[src/rtl/core/ils_pkg.sv]
package ils_pkg;

    localparam int CMD_W     = 3;
    localparam int POS_W     = 10;
    localparam int VAL_W     = 32;
    localparam int ENTRIES_W = 11;

    localparam logic [CMD_W-1:0] CMD_APPEND     = 3'd0;
    localparam logic [CMD_W-1:0] CMD_INSERT     = 3'd1;
    localparam logic [CMD_W-1:0] CMD_SET        = 3'd2;
    localparam logic [CMD_W-1:0] CMD_GET        = 3'd3;
    localparam logic [CMD_W-1:0] CMD_REMOVE_VAL = 3'd4;
    localparam logic [CMD_W-1:0] CMD_REMOVE_AT  = 3'd5;
    localparam logic [CMD_W-1:0] CMD_CLEAR      = 3'd6;

    typedef struct packed {
        logic [CMD_W-1:0]        command;
        logic [POS_W-1:0]        position;
        logic signed [VAL_W-1:0] value;
    } ils_in_t;

    typedef struct packed {
        logic                    ok;
        logic signed [VAL_W-1:0] read_value;
        logic [ENTRIES_W-1:0]    entries_after;
    } ils_out_t;

endpackage

[src/rtl/core/ils_seq.sv]
module ils_seq
    import ils_pkg::*;
#(
    parameter int CAPACITY = 1024,
    parameter int AW       = 10,
    parameter int CW       = 11
)
(
    input  logic             clk,
    input  logic             rst_n,
    input  ils_in_t          cmd_word,
    input  logic             cmd_valid,
    output logic             cmd_ready,
    output ils_out_t         res_word,
    output logic             res_valid,
    input  logic             res_ready,
    output logic             ram_we,
    output logic [AW-1:0]    ram_waddr,
    output logic [VAL_W-1:0] ram_wdata,
    output logic             ram_re,
    output logic [AW-1:0]    ram_raddr,
    input  logic [VAL_W-1:0] ram_rdata
);

    localparam int XW = (CW > ENTRIES_W) ? CW : ENTRIES_W;

    localparam logic [2:0] S_IDLE = 3'd0;
    localparam logic [2:0] S_GET  = 3'd1;
    localparam logic [2:0] S_UP   = 3'd2;
    localparam logic [2:0] S_DN   = 3'd3;
    localparam logic [2:0] S_SCAN = 3'd4;
    localparam logic [2:0] S_RESP = 3'd5;

    localparam logic [CW-1:0] CAP_C = CW'(CAPACITY);
    localparam logic [CW-1:0] ONE_C = CW'(1);

    logic [2:0]       state_reg, state_next;
    logic [CW-1:0]    count_reg, count_next;
    ils_in_t          op_reg, op_next;
    logic [CW-1:0]    rd_ptr_reg, rd_ptr_next;
    logic [CW-1:0]    pend_addr_reg, pend_addr_next;
    logic             pend_reg, pend_next;
    logic             reading_reg, reading_next;
    logic             found_reg, found_next;
    logic             ok_reg, ok_next;
    logic [VAL_W-1:0] rdv_reg, rdv_next;

    logic [XW-1:0]    in_pos_x, count_x;
    logic [CW-1:0]    in_pos_c, op_pos_c, in_pos_inc;
    logic [CW-1:0]    count_dec, count_inc;
    logic [CW-1:0]    pend_up, pend_dn;
    logic             in_pos_ok, full;

    assign in_pos_x   = XW'(cmd_word.position);
    assign count_x    = XW'(count_reg);
    assign in_pos_c   = CW'(cmd_word.position);
    assign op_pos_c   = CW'(op_reg.position);
    assign in_pos_inc = in_pos_c + ONE_C;
    assign count_dec  = count_reg - ONE_C;
    assign count_inc  = count_reg + ONE_C;
    assign pend_up    = pend_addr_reg + ONE_C;
    assign pend_dn    = pend_addr_reg - ONE_C;
    assign in_pos_ok  = in_pos_x < count_x;
    assign full       = count_reg == CAP_C;

    always_comb
    begin
        state_next     = state_reg;
        count_next     = count_reg;
        op_next        = op_reg;
        rd_ptr_next    = rd_ptr_reg;
        pend_addr_next = pend_addr_reg;
        pend_next      = pend_reg;
        reading_next   = reading_reg;
        found_next     = found_reg;
        ok_next        = ok_reg;
        rdv_next       = rdv_reg;
        ram_we         = 1'b0;
        ram_waddr      = '0;
        ram_wdata      = '0;
        ram_re         = 1'b0;
        ram_raddr      = '0;
        cmd_ready      = 1'b0;
        res_valid      = 1'b0;

        case (state_reg)
            S_IDLE:
            begin
                cmd_ready = 1'b1;
                if (cmd_valid)
                begin
                    op_next      = cmd_word;
                    ok_next      = 1'b0;
                    rdv_next     = '0;
                    pend_next    = 1'b0;
                    found_next   = 1'b0;
                    reading_next = 1'b0;
                    state_next   = S_RESP;
                    case (cmd_word.command)
                        CMD_APPEND, CMD_INSERT:
                        begin
                            if (!full)
                            begin
                                if (cmd_word.command == CMD_INSERT && in_pos_ok)
                                begin
                                    reading_next = 1'b1;
                                    rd_ptr_next  = count_dec;
                                    state_next   = S_UP;
                                end
                                else
                                begin
                                    ram_we     = 1'b1;
                                    ram_waddr  = count_reg[AW-1:0];
                                    ram_wdata  = cmd_word.value;
                                    count_next = count_inc;
                                    ok_next    = 1'b1;
                                end
                            end
                        end
                        CMD_SET:
                        begin
                            if (in_pos_ok)
                            begin
                                ram_we    = 1'b1;
                                ram_waddr = in_pos_c[AW-1:0];
                                ram_wdata = cmd_word.value;
                                ok_next   = 1'b1;
                            end
                        end
                        CMD_GET:
                        begin
                            if (in_pos_ok)
                            begin
                                ram_re     = 1'b1;
                                ram_raddr  = in_pos_c[AW-1:0];
                                state_next = S_GET;
                            end
                        end
                        CMD_REMOVE_VAL:
                        begin
                            if (count_reg != '0)
                            begin
                                reading_next = 1'b1;
                                rd_ptr_next  = '0;
                                state_next   = S_SCAN;
                            end
                        end
                        CMD_REMOVE_AT:
                        begin
                            if (in_pos_ok)
                            begin
                                if (in_pos_x + XW'(1) < count_x)
                                begin
                                    reading_next = 1'b1;
                                    rd_ptr_next  = in_pos_inc;
                                    state_next   = S_DN;
                                end
                                else
                                begin
                                    count_next = count_dec;
                                    ok_next    = 1'b1;
                                end
                            end
                        end
                        CMD_CLEAR:
                        begin
                            count_next = '0;
                            ok_next    = 1'b1;
                        end
                        default:
                        begin
                            ok_next = 1'b0;
                        end
                    endcase
                end
            end

            S_GET:
            begin
                rdv_next   = ram_rdata;
                ok_next    = 1'b1;
                state_next = S_RESP;
            end

            S_UP:
            begin
                pend_next = reading_reg;
                if (reading_reg)
                begin
                    ram_re         = 1'b1;
                    ram_raddr      = rd_ptr_reg[AW-1:0];
                    pend_addr_next = rd_ptr_reg;
                    if (rd_ptr_reg == op_pos_c)
                    begin
                        reading_next = 1'b0;
                    end
                    else
                    begin
                        rd_ptr_next = rd_ptr_reg - ONE_C;
                    end
                end
                if (pend_reg)
                begin
                    ram_we    = 1'b1;
                    ram_waddr = pend_up[AW-1:0];
                    ram_wdata = ram_rdata;
                end
                if (!reading_reg && !pend_reg)
                begin
                    ram_we     = 1'b1;
                    ram_waddr  = op_pos_c[AW-1:0];
                    ram_wdata  = op_reg.value;
                    count_next = count_inc;
                    ok_next    = 1'b1;
                    state_next = S_RESP;
                end
            end

            S_DN, S_SCAN:
            begin
                pend_next = reading_reg;
                if (reading_reg)
                begin
                    ram_re         = 1'b1;
                    ram_raddr      = rd_ptr_reg[AW-1:0];
                    pend_addr_next = rd_ptr_reg;
                    if (rd_ptr_reg == count_dec)
                    begin
                        reading_next = 1'b0;
                    end
                    else
                    begin
                        rd_ptr_next = rd_ptr_reg + ONE_C;
                    end
                end
                if (pend_reg)
                begin
                    if (state_reg == S_DN || found_reg)
                    begin
                        ram_we    = 1'b1;
                        ram_waddr = pend_dn[AW-1:0];
                        ram_wdata = ram_rdata;
                    end
                    else if (ram_rdata == op_reg.value)
                    begin
                        found_next = 1'b1;
                    end
                end
                if (!reading_reg && !pend_reg)
                begin
                    if (state_reg == S_DN || found_reg)
                    begin
                        count_next = count_dec;
                        ok_next    = 1'b1;
                    end
                    state_next = S_RESP;
                end
            end

            S_RESP:
            begin
                res_valid = 1'b1;
                if (res_ready)
                begin
                    state_next = S_IDLE;
                end
            end

            default:
            begin
                state_next = S_IDLE;
            end
        endcase
    end

    always_ff @(posedge clk or negedge rst_n)
    begin
        if (!rst_n)
        begin
            state_reg   <= S_IDLE;
            count_reg   <= '0;
            pend_reg    <= 1'b0;
            reading_reg <= 1'b0;
            found_reg   <= 1'b0;
        end
        else
        begin
            state_reg   <= state_next;
            count_reg   <= count_next;
            pend_reg    <= pend_next;
            reading_reg <= reading_next;
            found_reg   <= found_next;
        end
    end

    always_ff @(posedge clk)
    begin
        op_reg        <= op_next;
        rd_ptr_reg    <= rd_ptr_next;
        pend_addr_reg <= pend_addr_next;
        ok_reg        <= ok_next;
        rdv_reg       <= rdv_next;
    end

    logic [XW-1:0] entries_x;
    assign entries_x = XW'(count_reg);

    assign res_word.ok            = ok_reg;
    assign res_word.read_value    = rdv_reg;
    assign res_word.entries_after = entries_x[ENTRIES_W-1:0];

`ifndef NO_ASSERTIONS
    a_no_rw_same_entry: assert property (@(posedge clk) disable iff (!rst_n)
        ram_we && ram_re |-> ram_waddr != ram_raddr)
        else $error("read and write hit the same entry");

    a_count_bound: assert property (@(posedge clk) disable iff (!rst_n)
        count_reg <= CAP_C)
        else $error("entry count above capacity");

    a_ready_excl: assert property (@(posedge clk) disable iff (!rst_n)
        cmd_ready |-> !res_valid && !pend_reg)
        else $error("new word taken while work is in flight");

    a_clear: assert property (@(posedge clk) disable iff (!rst_n)
        cmd_valid && cmd_ready && cmd_word.command == CMD_CLEAR |=> count_reg == '0)
        else $error("clear left entries");
`endif

endmodule
[config.mk]
export PLATFORM = sky130hd
export DESIGN_NAME = ils_seq
export DESIGN_NICKNAME = d
export VERILOG_FILES = /design/src/rtl/core/ils_pkg.sv /design/src/rtl/core/ils_seq.sv
export SDC_FILE = /design/constraint.sdc
export NUM_CORES = 1
export LEC_CHECK = 0
export BUFFER_PORTS_ARGS = -buffer_cell sky130_fd_sc_hd__buf_2
export CAP_MARGIN = 20
export CORE_MARGIN = 2
export CORE_UTILIZATION = 50
export DETAILED_ROUTE_END_ITERATION = 10
export PLACE_DENSITY = 0.79
export SYNTH_ARGS = -nofsm -noshare
export SYNTH_HDL_FRONTEND = slang
export SYNTH_SLANG_ARGS = --single-unit
[constraint.sdc]
create_clock -name clk -period 5.9 [get_ports clk]
set_clock_uncertainty 0.1 [all_clocks]
set_input_delay 1.77 -clock clk [delete_from_list [all_inputs] [get_ports clk]]
set_output_delay 1.77 -clock clk [all_outputs]
set_load 0.02 [all_outputs]
==> reports/qor.txt <==
Status -> completed
Sequential share of the synthesized area -> 0.415
Global-route wire length before repair -> 37,400 um
Min Tclk post-route -> 5880 ps
Die Area -> 0.0170 mm2
Layout cell share with drive strength beyond 1 -> 0.282
Site Rows -> 46
Vias in the first global route -> 6,826
Clk slew on worst S/H paths -> 60 ps
CP bufs+invs -> 4
Commonest cells after routing, fill and taps aside -> 154 x buf_2, 96 x edfxtp_1, 70 x xnor2_1
Post-synth top area share -> 0.362
All-layer global routing usage -> 0.290
WL/cell -> 21.5 um
Routability cong. -> 0.941
WP depth -> 12
Total I/O pin count -> 181
TNS Setup -> 0 ps
Grt ovf -> 0
Worst path slowest cell -> a211o_1
Num CTS Buffers -> 17
Setup crit start -> cmd_word[38]
Worst Hold Depth -> 2
Antenna violations before repair -> 0
PnR worst setup slack -> 20.0 ps
Worst skew pair latency -> 420 ps
Setup-failing EPs final -> 0
Detailed Routing Iterations Pass 1 -> 6
DP HPWL -> 18,500 um
Max-Cap Viols -> 0
Hold Violations, Final -> 0
Synth async-reset ratio -> 0.150
Pre-CTS setup slack -> -30.2 ps
CP Class -> in2out
Non-Filler Instances -> 1,195
Root buffer cell -> clkbuf_16
Top FF cell, synth -> edfxtp_1
Actual slew at the worst max-slew pin -> 965 ps
VDD IR max -> 409 uV
Starting DRT DRC Count -> 856
Crit-path cells -> buf_2, ha_1, a21oi_1, o21a_1, o21ai_2, a21o_1, a211o_1, nor3_4, buf_12, clkbuf_16, o2bb2ai_1, buf_4
Flop2flop setup slack -> 2230 ps
Residual DRC -> 0
Core Util, Final -> 0.628
N_diodes -> 0
Critical R2R Launch -> count_reg[1]
Antenna Violating Nets Remaining -> 0
End of the worst register-to-register path -> rd_ptr_reg[9]
R2R cell count -> 9
TritonCTS clock tree -> built
Final Max Tran Viols -> 0
Delay-heaviest family, CP -> compound AO/OA/AOI/OAI gates
H-Tree Depth -> 4
Nets -> 1,081
Pwr per Cell Area -> 515 mW/mm2
CORE AREA -> 0.0157 mm2
Synthesized area -> 0.00797 mm2
WL final -> 25,700 um
Die Span Y -> 130 um
Port Buffers -> 180
Vias per cell -> 6.34
Min-delay worst type -> reg2reg
Placed cell area -> 0.00910 mm2
Worst path max stage delay -> 330 ps
CP max FO -> 8
Arrival time worst endpoint -> 4010 ps
Area contributors post-synth -> edfxtp_1 36%, xnor2_1 7.7%, dfrtp_1 5.3%
Setup crit end -> ram_wdata[17]
CTS Sinks -> 113
Initial Utilization -> 0.507
Clock buffer depth -> 2
Worst setup EP type -> primary output
Startpoint Class -> primary input
Commonest non-fill, non-tap cell in the layout -> buf_2
Post-Syn Instances -> 788
Placed Cells -> 1,158
Required @ worst endpoint -> 4030 ps
Average cell area after synthesis -> 10.1 um2
Post-synth EDFFs -> 96
Area Growth Syn to Fin -> 23.9%
Total power -> 5.08 mW
Final Cell Area -> 0.00987 mm2
Width of the chip -> 130 um
Unique cell type count in the Yosys netlist -> 76
Flops & latches, synth -> 113
Synthesized Nets -> 903
Vias after detailed routing -> 7,581
Highest clock rate -> 170 MHz
P_leak -> 3.84 nW
Area leader, netlist -> edfxtp_1
Synth Warn # -> 0
Largest net degree at the start of global routing -> 45
Slew headroom -> 0.356
Final critical-path share of the clock period -> 0.997
Hold_ws -> 495 ps
## Yosys cell counts (all sizes together), types with 7 or more instances
cell type and number:
a211oi 9, a21o 8, a21oi 34, a221o 11
a22o 11, a22oi 38, a31oi 9, and2 33
and3 9, buf 12, clkbuf 41, dfrtp 17
edfxtp 96, ha 33, inv 22, nand2 29
nand2b 7, nand3 24, nand4 13, nor2 49
nor3 21, nor4 17, o21ai 28, o2bb2ai 32
or4 7, xnor2 70, xor2 24
## worst register-to-register path: cells and delay by family, from the launching register on
kind                       cells  cell delay (ps)
DFF                            1              490
AOI/OAI and AO/OA              2              760
and+or+nand+nor                3             1010
xor gates and xnor gates       2              430
adders and majority gates      1              280
buffers and inverters          1              220
## repair_timing
item                                    CTS  global route
endpoints found under the setup margin    9            47
cloned                                    0             3
pin swaps                                 0             4
hold buffers                              0             0
resized for setup                         1            31
buffers inserted                          0             2
## cell families (layout without fill, tap and decap cells)
kind of cell,Yosys count,count (layout),synth area share
adder cells (fa/ha/maj),34,34,0.0544
AND/OR/NAND/NOR,233,233,0.158
AO/OA/AOI/OAI,235,235,0.220
flip-flops,113,113,0.415
buffers and inverters,76,267,0.0451
XOR/XNOR,94,94,0.103
multiplexers,3,3,0.00408
## worst min-delay path by stage
| stage | endpoint | startpoint |
|---|---|---|
| after CTS | found_reg | found_reg |
| after global routing | found_reg | found_reg |
| after global placement | found_reg | found_reg |
| after floorplan | found_reg | found_reg |
| after detailed placement | found_reg | found_reg |
| final | found_reg | found_reg |
## cell type report
type                    instances  area (um2)
fillers                      1262        5850
inverters                      22        82.6
repair buffers                213        1280
clock inverters                15         158
well taps                     216         270
flip-flops and latches        113        3310
clock buffers                  17         425
multi-input cells             599        4350
## power by group
group | internal [mW] | total [mW] | leakage, nW | switching [mW]
Sequential | 1.25 | 1.51 | 1.13 | 0.259
Clock | 0.625 | 1.02 | 0.278 | 0.397
Combinational | 0.965 | 2.55 | 2.43 | 1.59
Total | 2.84 | 5.08 | 3.84 | 2.24
## layer usage
| metal | track usage | part of all wire |
|---|---|---|
| met1 | 0.365 | 0.38 |
| met2 | 0.485 | 0.48 |
| met3 | 0.0537 | 0.10 |
| met4 | 0.138 | 0.037 |
| met5 | 0 | 0 |
Note: power is estimated with default switching activity, not from simulation.
